<file path="src/hw/rtl/afsp_pkg.sv">
package afsp_pkg;

  // Default channel count of the converter frame
  localparam int unsigned CHANNELS = 8;

  // Queue depth between front and back
  localparam int unsigned JOB_DEPTH = 2;

  localparam int unsigned STATUS_W = 9;
  localparam int unsigned COUNT_W  = 16;
  localparam int unsigned OFFSET_W = 5;
  localparam int unsigned VALUE_W  = 16;

  // Register offsets of the publish run
  localparam logic [OFFSET_W-1:0] REG_STATUS  = 5'd4;
  localparam logic [OFFSET_W-1:0] REG_SAMPLE0 = 5'd5;
  localparam logic [OFFSET_W-1:0] REG_COUNT   = 5'h15;

  // Input commands
  typedef enum logic [1:0] {
    CMD_BYTE      = 2'd0,
    CMD_PULSE     = 2'd1,
    CMD_STATUS_RD = 2'd2,
    CMD_COUNT_RD  = 2'd3
  } cmd_e;

  // One unit of back-end work
  typedef struct packed {
    logic               zero_write;  // leading count-zero write
    logic               publish;     // full snapshot run
    logic [COUNT_W-1:0] count;       // count value for the run's final write
  } job_t;

endpackage

</file>
<file path="src/hw/rtl/afsp_front.sv">
module afsp_front #(
  parameter int unsigned Channels = afsp_pkg::CHANNELS
) (
  input  logic                                clk_i,
  input  logic                                rst_ni,
  input  logic                                in_valid_i,
  output logic                                in_ready_o,
  input  logic [1:0]                          command_i,
  input  logic [7:0]                          data_byte_i,
  output logic                                push_o,
  output afsp_pkg::job_t                      job_o,
  input  logic                                full_i,
  input  logic                                busy_i,
  output logic [Channels-1:0][7:0]            hdr_o,
  output logic [Channels-1:0][23:0]           smp_o,
  output logic [afsp_pkg::STATUS_W-1:0]       status_o
);
  import afsp_pkg::*;

  localparam int unsigned FrameBytes = 4 * Channels;
  localparam int unsigned PosW       = $clog2(FrameBytes);

  typedef enum logic [1:0] {
    MODE_READY    = 2'd0,
    MODE_FROZEN   = 2'd1,
    MODE_DIVERTED = 2'd2
  } mode_e;

  logic [PosW-1:0]              pos_q;
  logic [1:0]                   pulses_q;
  logic [COUNT_W-1:0]           fc_q, pc_q;
  mode_e                        mode_q;
  logic [FrameBytes-2:0][7:0]   sr_q;
  logic [Channels-1:0][7:0]     hdr_q, hdr_d;
  logic [Channels-1:0][23:0]    smp_q, smp_d;
  logic [STATUS_W-1:0]          status_q, status_d;
  logic [FrameBytes-1:0][7:0]   frame;
  logic [COUNT_W-1:0]           fc_inc, fc_sub;
  cmd_e                         cmd;
  logic                         accept, frame_end, needs_job;

  assign cmd       = cmd_e'(command_i);
  assign frame_end = (cmd == CMD_BYTE) && (pos_q == PosW'(FrameBytes - 1));
  assign needs_job = (frame_end && (mode_q == MODE_READY)) || (cmd == CMD_COUNT_RD);

  // A frame end rewrites the snapshot, so it waits until the back is drained
  assign in_ready_o = !(frame_end && busy_i) && !(needs_job && full_i);
  assign accept     = in_valid_i && in_ready_o;

  assign fc_inc = fc_q + COUNT_W'(1);
  assign fc_sub = (pc_q <= fc_q) ? (fc_q - pc_q) : '0;

  // Assemble the frame: newest byte from the port, the rest from the shift line
  always_comb begin
    frame[FrameBytes-1] = data_byte_i;
    for (int j = 0; j < FrameBytes - 1; j++) begin
      frame[j] = sr_q[FrameBytes-2-j];
    end
  end

  // Decode headers, samples and status at frame end
  always_comb begin
    status_d    = '0;
    status_d[8] = (pulses_q > 2'd1);
    for (int i = 0; i < Channels; i++) begin
      hdr_d[i] = frame[4*i];
      smp_d[i] = {frame[4*i+1], frame[4*i+2], frame[4*i+3]};
      status_d[i] = (frame[4*i][6:4] != 3'(i));
    end
  end

  // Job for the back end
  always_comb begin
    job_o.zero_write = (cmd == CMD_COUNT_RD);
    job_o.publish    = frame_end ? 1'b1 : (mode_q == MODE_DIVERTED);
    job_o.count      = frame_end ? fc_inc : fc_sub;
  end
  assign push_o = accept && needs_job;

  // Control state
  always_ff @(posedge clk_i or negedge rst_ni) begin
    if (!rst_ni) begin
      pos_q    <= '0;
      pulses_q <= '0;
      fc_q     <= '0;
      pc_q     <= '0;
      mode_q   <= MODE_READY;
    end else if (accept) begin
      unique case (cmd)
        CMD_BYTE: begin
          if (frame_end) begin
            pos_q    <= '0;
            pulses_q <= '0;
            fc_q     <= fc_inc;
            if (mode_q == MODE_READY) begin
              pc_q <= fc_inc;
            end else begin
              mode_q <= MODE_DIVERTED;
            end
          end else begin
            pos_q <= pos_q + PosW'(1);
          end
        end
        CMD_PULSE: begin
          if (pulses_q != 2'd2) begin
            pulses_q <= pulses_q + 2'd1;
          end
        end
        CMD_STATUS_RD: begin
          mode_q <= MODE_FROZEN;
        end
        CMD_COUNT_RD: begin
          fc_q   <= fc_sub;
          pc_q   <= (mode_q == MODE_DIVERTED) ? fc_sub : '0;
          mode_q <= MODE_READY;
        end
        default: begin
          mode_q <= mode_q;
        end
      endcase
    end
  end

  // Byte shift line and snapshot
  always_ff @(posedge clk_i) begin
    if (accept && (cmd == CMD_BYTE)) begin
      sr_q <= {sr_q[FrameBytes-3:0], data_byte_i};
      if (frame_end) begin
        hdr_q    <= hdr_d;
        smp_q    <= smp_d;
        status_q <= status_d;
      end
    end
  end

  assign hdr_o    = hdr_q;
  assign smp_o    = smp_q;
  assign status_o = status_q;

`ifndef ASSERT_OFF
  a_frame_end_idle: assert property (@(posedge clk_i) disable iff (!rst_ni)
    (accept && frame_end) |-> !busy_i)
    else $error("frame end accepted while back end busy");
  a_push_not_full: assert property (@(posedge clk_i) disable iff (!rst_ni)
    push_o |-> !full_i)
    else $error("job pushed into full queue");
  a_freeze: assert property (@(posedge clk_i) disable iff (!rst_ni)
    (accept && (cmd == CMD_STATUS_RD)) |=> (mode_q == MODE_FROZEN))
    else $error("status read did not freeze");
`endif

endmodule

</file>
<file path="src/hw/rtl/afsp_queue.sv">
module afsp_queue #(
  parameter int unsigned Depth = afsp_pkg::JOB_DEPTH
) (
  input  logic           clk_i,
  input  logic           rst_ni,
  input  logic           push_i,
  input  afsp_pkg::job_t push_data_i,
  output logic           full_o,
  input  logic           pop_i,
  output afsp_pkg::job_t pop_data_o,
  output logic           empty_o
);
  import afsp_pkg::*;

  localparam int unsigned PtrW = (Depth > 1) ? $clog2(Depth) : 1;
  localparam int unsigned CntW = $clog2(Depth + 1);

  job_t            mem_q [Depth];
  logic [PtrW-1:0] wr_q, rd_q;
  logic [CntW-1:0] cnt_q;

  assign full_o     = (cnt_q == CntW'(Depth));
  assign empty_o    = (cnt_q == '0);
  assign pop_data_o = mem_q[rd_q];

  // Pointers and fill count
  always_ff @(posedge clk_i or negedge rst_ni) begin
    if (!rst_ni) begin
      wr_q  <= '0;
      rd_q  <= '0;
      cnt_q <= '0;
    end else begin
      if (push_i) begin
        wr_q <= (wr_q == PtrW'(Depth - 1)) ? '0 : wr_q + PtrW'(1);
      end
      if (pop_i) begin
        rd_q <= (rd_q == PtrW'(Depth - 1)) ? '0 : rd_q + PtrW'(1);
      end
      if (push_i && !pop_i) begin
        cnt_q <= cnt_q + CntW'(1);
      end else if (pop_i && !push_i) begin
        cnt_q <= cnt_q - CntW'(1);
      end
    end
  end

  // Storage
  always_ff @(posedge clk_i) begin
    if (push_i) begin
      mem_q[wr_q] <= push_data_i;
    end
  end

`ifndef ASSERT_OFF
  a_cnt_range: assert property (@(posedge clk_i) disable iff (!rst_ni)
    cnt_q <= CntW'(Depth))
    else $error("queue count out of range");
  a_pop_nonempty: assert property (@(posedge clk_i) disable iff (!rst_ni)
    pop_i |-> !empty_o)
    else $error("pop from empty queue");
  a_push_grow: assert property (@(posedge clk_i) disable iff (!rst_ni)
    (push_i && !pop_i) |=> (cnt_q == $past(cnt_q) + CntW'(1)))
    else $error("push did not grow queue");
`endif

endmodule

</file>
<file path="src/hw/rtl/afsp_back.sv">
module afsp_back #(
  parameter int unsigned Channels = afsp_pkg::CHANNELS
) (
  input  logic                              clk_i,
  input  logic                              rst_ni,
  input  afsp_pkg::job_t                    job_i,
  input  logic                              empty_i,
  output logic                              pop_o,
  output logic                              busy_o,
  input  logic [Channels-1:0][7:0]          hdr_i,
  input  logic [Channels-1:0][23:0]         smp_i,
  input  logic [afsp_pkg::STATUS_W-1:0]     status_i,
  output logic                              out_valid_o,
  input  logic                              out_ready_i,
  output logic [afsp_pkg::OFFSET_W-1:0]     reg_offset_o,
  output logic [afsp_pkg::VALUE_W-1:0]      reg_value_o,
  output logic                              last_of_run_o
);
  import afsp_pkg::*;

  // Step 0: count-zero write, 1: status, 2..2C+1: sample words, 2C+2: count
  localparam int unsigned LastStep = 2 * Channels + 2;
  localparam int unsigned StepW    = $clog2(LastStep + 1);
  localparam int unsigned ChW      = (Channels > 1) ? $clog2(Channels) : 1;

  typedef enum logic {
    ST_IDLE,
    ST_RUN
  } state_e;

  state_e              state_q;
  job_t                job_q;
  logic [StepW-1:0]    step_q, k;
  logic [ChW-1:0]      ch;
  logic                out_valid_q, last_q, emit, last;
  logic [OFFSET_W-1:0] offset_q, offset;
  logic [VALUE_W-1:0]  value_q, value;

  assign pop_o  = (state_q == ST_IDLE) && !empty_i;
  assign busy_o = (state_q == ST_RUN) || !empty_i;
  assign emit   = (state_q == ST_RUN) && (!out_valid_q || out_ready_i);

  // Word for the current step
  assign k  = step_q - StepW'(2);
  assign ch = k[ChW:1];
  always_comb begin
    priority if (step_q == '0) begin
      offset = REG_COUNT;
      value  = '0;
    end else if (step_q == StepW'(1)) begin
      offset = REG_STATUS;
      value  = VALUE_W'(status_i);
    end else if (step_q == StepW'(LastStep)) begin
      offset = REG_COUNT;
      value  = job_q.count;
    end else begin
      offset = REG_SAMPLE0 + OFFSET_W'(k);
      value  = k[0] ? {hdr_i[ch], smp_i[ch][23:16]} : smp_i[ch][15:0];
    end
  end
  assign last = job_q.publish ? (step_q == StepW'(LastStep)) : 1'b1;

  // Sequencer and output register
  always_ff @(posedge clk_i or negedge rst_ni) begin
    if (!rst_ni) begin
      state_q     <= ST_IDLE;
      job_q       <= '0;
      step_q      <= '0;
      out_valid_q <= 1'b0;
      offset_q    <= '0;
      value_q     <= '0;
      last_q      <= 1'b0;
    end else begin
      if (emit) begin
        out_valid_q <= 1'b1;
        offset_q    <= offset;
        value_q     <= value;
        last_q      <= last;
      end else if (out_ready_i) begin
        out_valid_q <= 1'b0;
      end
      unique case (state_q)
        ST_IDLE: begin
          if (!empty_i) begin
            state_q <= ST_RUN;
            job_q   <= job_i;
            step_q  <= job_i.zero_write ? '0 : StepW'(1);
          end
        end
        ST_RUN: begin
          if (emit) begin
            if (last) begin
              state_q <= ST_IDLE;
            end else begin
              step_q <= step_q + StepW'(1);
            end
          end
        end
        default: begin
          state_q <= ST_IDLE;
        end
      endcase
    end
  end

  assign out_valid_o   = out_valid_q;
  assign reg_offset_o  = offset_q;
  assign reg_value_o   = value_q;
  assign last_of_run_o = last_q;

`ifndef ASSERT_OFF
  a_step_range: assert property (@(posedge clk_i) disable iff (!rst_ni)
    (state_q == ST_RUN) |-> (step_q <= StepW'(LastStep)))
    else $error("step beyond end of run");
  a_pop_idle: assert property (@(posedge clk_i) disable iff (!rst_ni)
    pop_o |=> (state_q == ST_RUN))
    else $error("pop did not start a run");
  a_last_ends: assert property (@(posedge clk_i) disable iff (!rst_ni)
    (emit && last) |=> (state_q == ST_IDLE && out_valid_q && last_q))
    else $error("run did not end on last word");
`endif

endmodule

</file>
<file path="src/hw/rtl/adc_frame_snapshot_publisher_unit.sv">
// ADC frame snapshot publisher.
// Input channel (in_valid_i/in_ready_o) takes one command word per accept:
// a frame byte, a data-ready pulse, a host status read or a host count read.
// Output channel (out_valid_o/out_ready_i) gives register writes: offset,
// 16-bit value and a last flag on the final write of each run.
// A front stage takes each accepted word and updates the frame shift
// line, pulse counter, frame count and snapshot mode. Work that produces
// writes goes into a two-entry job queue; a back sequencer turns each job
// into writes through an output register, one per cycle while unstalled.
// A full publish run is 18 writes (19 after a count read). With no stall
// a job passes through the queue, the sequencer and the output register,
// and its writes follow one per cycle; the sequencer returns to idle between queued jobs.
// The last byte of a frame is held off until the queue and sequencer are
// empty, since it rewrites the snapshot the sequencer reads. A count read
// waits while the queue is full; all other words keep flowing while a run
// drains. A stalled receiver holds the output word and backs up the queue
// and then the input channel. After reset: frame position and counts are
// zero and the mode is ready; both channels are idle.
module adc_frame_snapshot_publisher_unit #(
  parameter int unsigned Channels = afsp_pkg::CHANNELS
) (
  input  logic                          clk_i,
  input  logic                          rst_ni,
  input  logic                          in_valid_i,
  output logic                          in_ready_o,
  input  logic [1:0]                    command_i,
  input  logic [7:0]                    data_byte_i,
  output logic                          out_valid_o,
  input  logic                          out_ready_i,
  output logic [afsp_pkg::OFFSET_W-1:0] reg_offset_o,
  output logic [afsp_pkg::VALUE_W-1:0]  reg_value_o,
  output logic                          last_of_run_o
);
  import afsp_pkg::*;

  job_t                      push_job, pop_job;
  logic                      push, pop, full, empty, busy;
  logic [Channels-1:0][7:0]  hdr;
  logic [Channels-1:0][23:0] smp;
  logic [STATUS_W-1:0]       status;

  // Accept and classify
  afsp_front #(
    .Channels (Channels)
  ) u_front (
    .clk_i       (clk_i),
    .rst_ni      (rst_ni),
    .in_valid_i  (in_valid_i),
    .in_ready_o  (in_ready_o),
    .command_i   (command_i),
    .data_byte_i (data_byte_i),
    .push_o      (push),
    .job_o       (push_job),
    .full_i      (full),
    .busy_i      (busy),
    .hdr_o       (hdr),
    .smp_o       (smp),
    .status_o    (status)
  );

  // Job queue
  afsp_queue #(
    .Depth (JOB_DEPTH)
  ) u_queue (
    .clk_i       (clk_i),
    .rst_ni      (rst_ni),
    .push_i      (push),
    .push_data_i (push_job),
    .full_o      (full),
    .pop_i       (pop),
    .pop_data_o  (pop_job),
    .empty_o     (empty)
  );

  // Write sequencer
  afsp_back #(
    .Channels (Channels)
  ) u_back (
    .clk_i         (clk_i),
    .rst_ni        (rst_ni),
    .job_i         (pop_job),
    .empty_i       (empty),
    .pop_o         (pop),
    .busy_o        (busy),
    .hdr_i         (hdr),
    .smp_i         (smp),
    .status_i      (status),
    .out_valid_o   (out_valid_o),
    .out_ready_i   (out_ready_i),
    .reg_offset_o  (reg_offset_o),
    .reg_value_o   (reg_value_o),
    .last_of_run_o (last_of_run_o)
  );

endmodule
</file>
<file path="config.mk">
export PLATFORM = sky130hd
export DESIGN_NAME = adc_frame_snapshot_publisher_unit
export DESIGN_NICKNAME = d
export VERILOG_FILES = /design/src/hw/rtl/afsp_pkg.sv /design/src/hw/rtl/afsp_front.sv /design/src/hw/rtl/afsp_queue.sv /design/src/hw/rtl/afsp_back.sv /design/src/hw/rtl/adc_frame_snapshot_publisher_unit.sv
export SDC_FILE = /design/constraint.sdc
export NUM_CORES = 1
export LEC_CHECK = 0
export ABC_AREA = 0
export BUFFER_PORTS_ARGS = -buffer_cell sky130_fd_sc_hd__buf_2
export CORE_UTILIZATION = 40
export CTS_CLUSTER_SIZE = 8
export DETAILED_ROUTE_END_ITERATION = 16
export PLACE_DENSITY_LB_ADDON = 0.05
export SLEW_MARGIN = 20
export SYNTH_ARGS = -nofsm -noshare
export SYNTH_HDL_FRONTEND = slang
export SYNTH_SLANG_ARGS = --single-unit
export TNS_END_PERCENT = 1
</file>
<file path="constraint.sdc">
create_clock -name clk_i -period 26.6 [get_ports clk_i]
set_clock_uncertainty 0.05 [all_clocks]
set_input_delay 2.66 -clock clk_i [delete_from_list [all_inputs] [get_ports clk_i]]
set_output_delay 2.66 -clock clk_i [all_outputs]
set_load 0.05 [all_outputs]
</file>
---- Yosys cells after proc, flatten, opt, wreduce, memory -nomap -nowiden ----
Memory sizes are Yosys's and may differ from the RTL's.
Index checks and enable logic that the tools add are counted.
W data, S select, Z words.
cells by class
  add/sub/neg operators ................... 11
  magnitude comparators ................... 3
  shift-type cells ........................ 0
  reduce and logical (&&, ||, !) cells .... 39
  multiplexer cells ....................... 45
  divide/modulo/power cells ............... 0
  bitwise gates (word level) .............. 2
  eq/ne operators ......................... 23
  $mul .................................... 0
operators by type and width
  operator                 count
  $mux W16                 10
  $bmux W24 S3             1
  $pmux W16 S2             2
  $mux W5                  7
  $bmux W8 S3              1
  $mux W24                 1
  $add A16 B1 Y16 const B  1
  $le A16 B16 Y1           1
  $sub A16 B16 Y16         1
  $logic_and A1 B1 Y1      12
  $mux W1                  12
  $mux W2                  6
  $ne A2 B2 Y1 const B     6
  $ne A3 B3 Y1 const B     4
  $reduce_and A4 Y1        3
  $add A5 B1 Y5 const B    2
  $eq A5 B5 Y1 const B     2
  $pmux W5 S2              1
  $eq A2 B2 Y1 const B     4
  $mux W8                  1
  $reduce_bool A2 Y1       4
  $logic_not A1 Y1         6
  $logic_not A2 Y1         3
  $ne A3 B2 Y1 const B     2
  other kinds (20)         30
storage, ports and cells
  input port bits ......................... 14
  ROM bits ................................ 0
  output and inout port bits .............. 24
  RAM bits ................................ 36
  memories kept ........................... 1
  bits in latches ......................... 0
  register bits ........................... 604
  logic and storage cells ................. 188
memories
  memory         depth  width  rd ports  clocked after Yosys merged registers in  write ports  line              text
  u_queue.mem_q  2      18     1         0                                        1            afsp_queue.sv:18  job_t mem_q [Depth];

---- Longest topological paths before layout ----
  depth after elaboration ................. 13
  mapped depth ............................ 13
  depth with buffers taken out ............ 10

---- By module ----
A second synthesis with hierarchy kept.
second synthesis, totals
  cell total of the unflattened synthesis .. 1470
  area total of the unflattened synthesis .. 24837.6 um^2
modules (own cells, without submodules)
  module      times used  area an instance (um^2)  cells an instance
  afsp_front  1           19007.0                  970
  afsp_back   1           4295.4                   428
  afsp_queue  1           1535.2                   72

---- Least setup slack after synthesis ----
Ideal clock, no wire load.
  kind .................................... input to register
  start ................................... input command_i[1]
  end ..................................... register u_front.hdr_q, in the netlist u_front.hdr_o[0] (enable)
  data arrival time ....................... 21492 ps
  required time ........................... 25328 ps
  slack ................................... 3836 ps
  library setup time ...................... 1222 ps
  cell stages on the path ................. 4
  buffers on the path ..................... 2
  cell sequence ........................... buf_2 -> or3b_2 -> buf_2 -> nor3_1
on the way
  longest elaborated chain between the ends .. 10
  elaborated cells between the ends (all ways) .. 13
  those cells by class .................... eq/ne (1); reduce/logical (12)
ends and longest elaborated chain
  element                                 line                                     text
  from (decl)                             adc_frame_snapshot_publisher_unit.sv:26  input logic [1:0] command_i,
  $logic_not A2 Y1                        afsp_front.sv:43, afsp_front.sv:126
  $logic_and A1 B1 Y1                     afsp_front.sv:43                         assign frame_end = (cmd == CMD_BYTE) && (pos_q == PosW'(FrameBytes - 1));
  $logic_and A1 B1 Y1                     afsp_front.sv:44                         assign needs_job = (frame_end && (mode_q == MODE_READY)) || (cmd == CMD_COUNT_RD);
  $logic_or A1 B1 Y1                      afsp_front.sv:44
  $logic_and A1 B1 Y1                     afsp_front.sv:47                         assign in_ready_o = !(frame_end && busy_i) && !(needs_job && full_i);
  $logic_not A1 Y1                        afsp_front.sv:47
  $logic_and A1 B1 Y1                     afsp_front.sv:47
  $logic_and A1 B1 Y1                     afsp_front.sv:48                         assign accept = in_valid_i && in_ready_o;
  $logic_and A1 B1 Y1                     afsp_front.sv:126                        if (accept && (cmd == CMD_BYTE)) begin
  $reduce_and A2 Y1 (no source line) (*)  -
  to (signal assigned)                    afsp_front.sv:129                        hdr_q <= hdr_d;
  to (decl)                               afsp_front.sv:34                         logic [Channels-1:0][7:0] hdr_q, hdr_d;
Every way passes the cells marked *; elsewhere a longest branch is shown, timed or not.
A chain may end at the register's enable or synchronous reset.

---- Worst setup path in the final report ----
  start ................................... input command_i[1]
  end ..................................... output in_ready_o
on the way
  longest elaborated chain between the ends .. 7
  elaborated cells between the ends (all ways) .. 10
  those cells by class .................... eq/ne (1); reduce/logical (9)
ends and longest elaborated chain
  element                  line                                     text
  $logic_not A2 Y1         afsp_front.sv:43
  $logic_and A1 B1 Y1      afsp_front.sv:43
  $logic_and A1 B1 Y1      afsp_front.sv:44
  $logic_or A1 B1 Y1       afsp_front.sv:44
  $logic_and A1 B1 Y1      afsp_front.sv:47
  $logic_not A1 Y1         afsp_front.sv:47
  $logic_and A1 B1 Y1 (*)  afsp_front.sv:47
  to (decl)                adc_frame_snapshot_publisher_unit.sv:25  output logic in_ready_o,
Marked as above.

==> results.cfg <==
[status]
status = complete, no violations

[flow_run]
max_cap_viol_count = 0

[cells_and_area]
post-route-util_pct = 46.6
area_growth_pct = 14.6
final_cell_area_um2 = 28200
drive_gt1_share_pct = 16.5
nNetsFinal = 1528
antenna_cells = 0

[setup_path]
r2r_setup_slack_ps = 21510
crit_path_max_incr_delay_ps = 740
arrival_ps = 4240
crit_path_cell_trace = buf_2 > or3b_2 > o21bai_2 > nand2_1 > buf_2
crit_family = simple AND/OR/NAND/NOR gates
crit_cells = 5
reg2reg_depth = 9
timing.rr.end = u_front.frame[132]$_DFFE_PP_
cp-startpoint = command_i[1]
worst-path-buf-inv = 2
critPathKind = in -> out
reg2reg_from = u_front.pos_q[0]$_DFFE_PN0P_
crit_end = in_ready_o
path_max_fanout = 20
end_kind = output pin
start_kind = input port
crit_top_cell = buf_2
cpMaxStageDelayCell = or3b_2
required_ps = 23890

[drt]
wl_per_cell_um = 22.2
viasPerCell = 5.36
dr.pass1.iters = 5
antenna_left = 0
wl_mm = 51.1
drc_errors = 0
vias = 12400
dr.first_iter.drc_count = 1092

[grt]
grt_max_degree = 80
grt_pass1_vias = 12700
overflow = 0
grt_pass1_wl_mm = 78.7
track_usage_pct = 16.7
antenna_found_initial = 1

[clocking]
root_buffer = clkbuf_16
cts-hold-fix-buffers = 0
cts_buffer_depth = 3
post_cts_buffers = 0
clock_latency_ps = 620
cts.clk_slew.worst_paths_ps = 50
ctsResizeCount = 0
cts.sinks = 640
cts_tree = done
cts_buffers = 90
cts_htree_levels = 3

[power]
power.leakage_uw = 0.00970
swShare_pct = 32.7
p_clk_share_pct = 32.0
vdd_ir_drop_max_uv = 57.5
power_frac_comb_pct = 28.2
net-switching-power_uw = 1040
seqPwrFrac_pct = 39.8
p_int_uw = 2150
p_per_area_nw_per_um2 = 113

[timing]
min_period_ps = 6950
fmax_mhz = 144
worst_slack_ps = 19650
rsz0062_at_grt = no
setup_viol = 0
slew_headroom_pct = 27.9
worstMarginPinSlew_ps = 1080
finalCritPeriodShare_pct = 26.1
finalHoldViolCount = 0
slew_violations = 0
tns_ps = 0

[yosys]
ys_ff_latch = 640
syn_area_um2 = 24600
yosys.cell_types.count = 76
yosysWarnings = 0
async_flop_share_pct = 14.2
yosys.area.top_type = edfxtp_1
synth.net_count = 1436
synth_edf_count = 549
yosys_most_used_dff = edfxtp_1
netlist_instances = 1392
postSynthAreaPerCell_um2 = 17.7
synth.top_cell.area_share_pct = 67.0
yosysSeqAreaShare_pct = 76.2
ys_top_cells_by_area = edfxtp_1 67%, dfrtp_1 9.2%, mux4_2 6.5%, mux2i_1 1.8%, nand2_1 1.6%

[floorplan]
dieArea_um2 = 62500
start_util_pct = 40.6
dieWidth_um = 250
num_rows = 90
design.core.area_um2 = 60600
die_h_um = 250
io-pin-count = 38

[hold_path]
hold_class = reg -> reg
min_from = u_front.frame[7]$_DFFE_PP_
whs_path_depth = 0

[place]
place_ws_ps = 19640
gp_congestion = 0.801
portBuffers = 37
dpl.hpwl_mm = 31.5
placed_cell_area_um2 = 25700
==> power by group through the flow <==
stage	combinational, uW	clock [uW]	sequential, uW
floorplan	606	0	1300
global placement	901	0	1290
detailed placement	907	0	1290
CTS	910	1060	1270
global route	980	1090	1280
finish	900	1020	1270
==> layout by cell type (no fill, tap or decap), types with 5 or more instances in the layout <==
cell,n
o21ai_1,10
or2_2,6
nor2_1,59
mux2i_1,44
and4_1,6
a31oi_1,14
o21ai_0,49
buf_2,36
mux4_2,71
edfxtp_1,549
and3_1,8
clkbuf_1,35
nand2b_1,6
o22a_1,5
inv_1,34
a21o_1,8
nand4_1,12
a211oi_1,6
o22ai_1,12
a21oi_1,47
nand2_1,106
o21a_1,5
o2bb2ai_1,5
nand3b_1,5
buf_4,18
nand3_1,22
clkbuf_16,92
xor2_1,15
ha_1,28
dfrtp_1,90
xnor2_1,18
nor4_1,6
nor3_1,15
==> through the flow <==
stage,hold slack [ps],instances,power [uW]
floorplan,350,1392,1910
global placement,353,2174,2190
detailed placement,355,2174,2200
CTS,367,2307,3240
global route,377,2307,3360
finish,365,2307,3200
==> cell type report <==
class	count	area, um^2
timing repair buffer	55	327
clock buffer	127	2430
sequential	640	18800
tap	782	978
inverter	36	135
fill	5226	32400
clock inverter	6	70.1
multi-input combinational	661	5500
==> layer usage <==
metal | vias to the layer above | global-route usage, % | routed length [um]
met2 | 273 | 24.9 | 23100
li1 | 5629 | - | -
met1 | 6372 | 24.8 | 24800
met4 | 0 | 4.91 | 1060
met3 | 88 | 3.22 | 2110
met5 | - | 0 | 0
==> synthesized netlist by cell type, types with 10 or more instances <==
cell type,n
o21ai_1,10
nand2_1,106
nand3_1,22
inv_1,34
o21ai_0,49
a21oi_1,47
edfxtp_1,549
ha_1,29
nor3_1,17
o22ai_1,12
xor2_1,16
nand4_1,12
buf_2,14
xnor2_1,18
nor2_1,59
mux2i_1,44
clkbuf_1,29
mux4_2,71
a31oi_1,14
dfrtp_1,91
==> worst reg2reg max path, stage by stage (launching register included) <==
cell       delay, ps
dfrtp_1          400
ha_1             220
and3_1           190
ha_1             260
or3b_2           570
o21bai_2         220
a2111oi_4        360
buf_4            680
buf_4            930
buf_4            770
==> worst min path at each step <==
stage,endpoint,slack [ps]
after floorplan,u_front.hdr_o[0]$_DFFE_PP_,350
after global placement,u_front.hdr_o[7]$_DFFE_PP_,350
after detailed placement,u_front.hdr_o[7]$_DFFE_PP_,360
after CTS,u_front.hdr_o[1]$_DFFE_PP_,370
after global routing,u_front.hdr_o[7]$_DFFE_PP_,380
final,u_front.hdr_o[7]$_DFFE_PP_,370
==> registers in the layout (all words and copies together), names as in the netlist <==
name and flops:
u_back.job_q 17, u_back.last_of_run_o 1, u_back.out_valid_o 1, u_back.reg_offset_o 5, u_back.reg_value_o 16, u_back.state_q 1
u_back.step_q 5, u_front.fc_q 16, u_front.frame 248, u_front.hdr_o 64, u_front.mode_q 2, u_front.pc_q 16
u_front.pos_q 5, u_front.pulses_q 2, u_front.smp_o 192, u_front.status_o 9, u_queue.cnt_q 2, u_queue.mem_q 36
u_queue.rd_q 1, u_queue.wr_q 1
==> cell families (layout without fill, tap and decap cells) <==
kind of cell | after synthesis | count (layout) | share of synthesized area, %
buf+inv | 91 | 224 | 1.68
fa+ha+maj | 30 | 30 | 1.56
simple gates | 273 | 273 | 5.27
mux | 121 | 121 | 8.74
xor+xnor | 34 | 34 | 1.21
flops | 640 | 640 | 76.2
compound gates | 203 | 203 | 5.34
No activity file was read; power rests on OpenSTA's default activity.
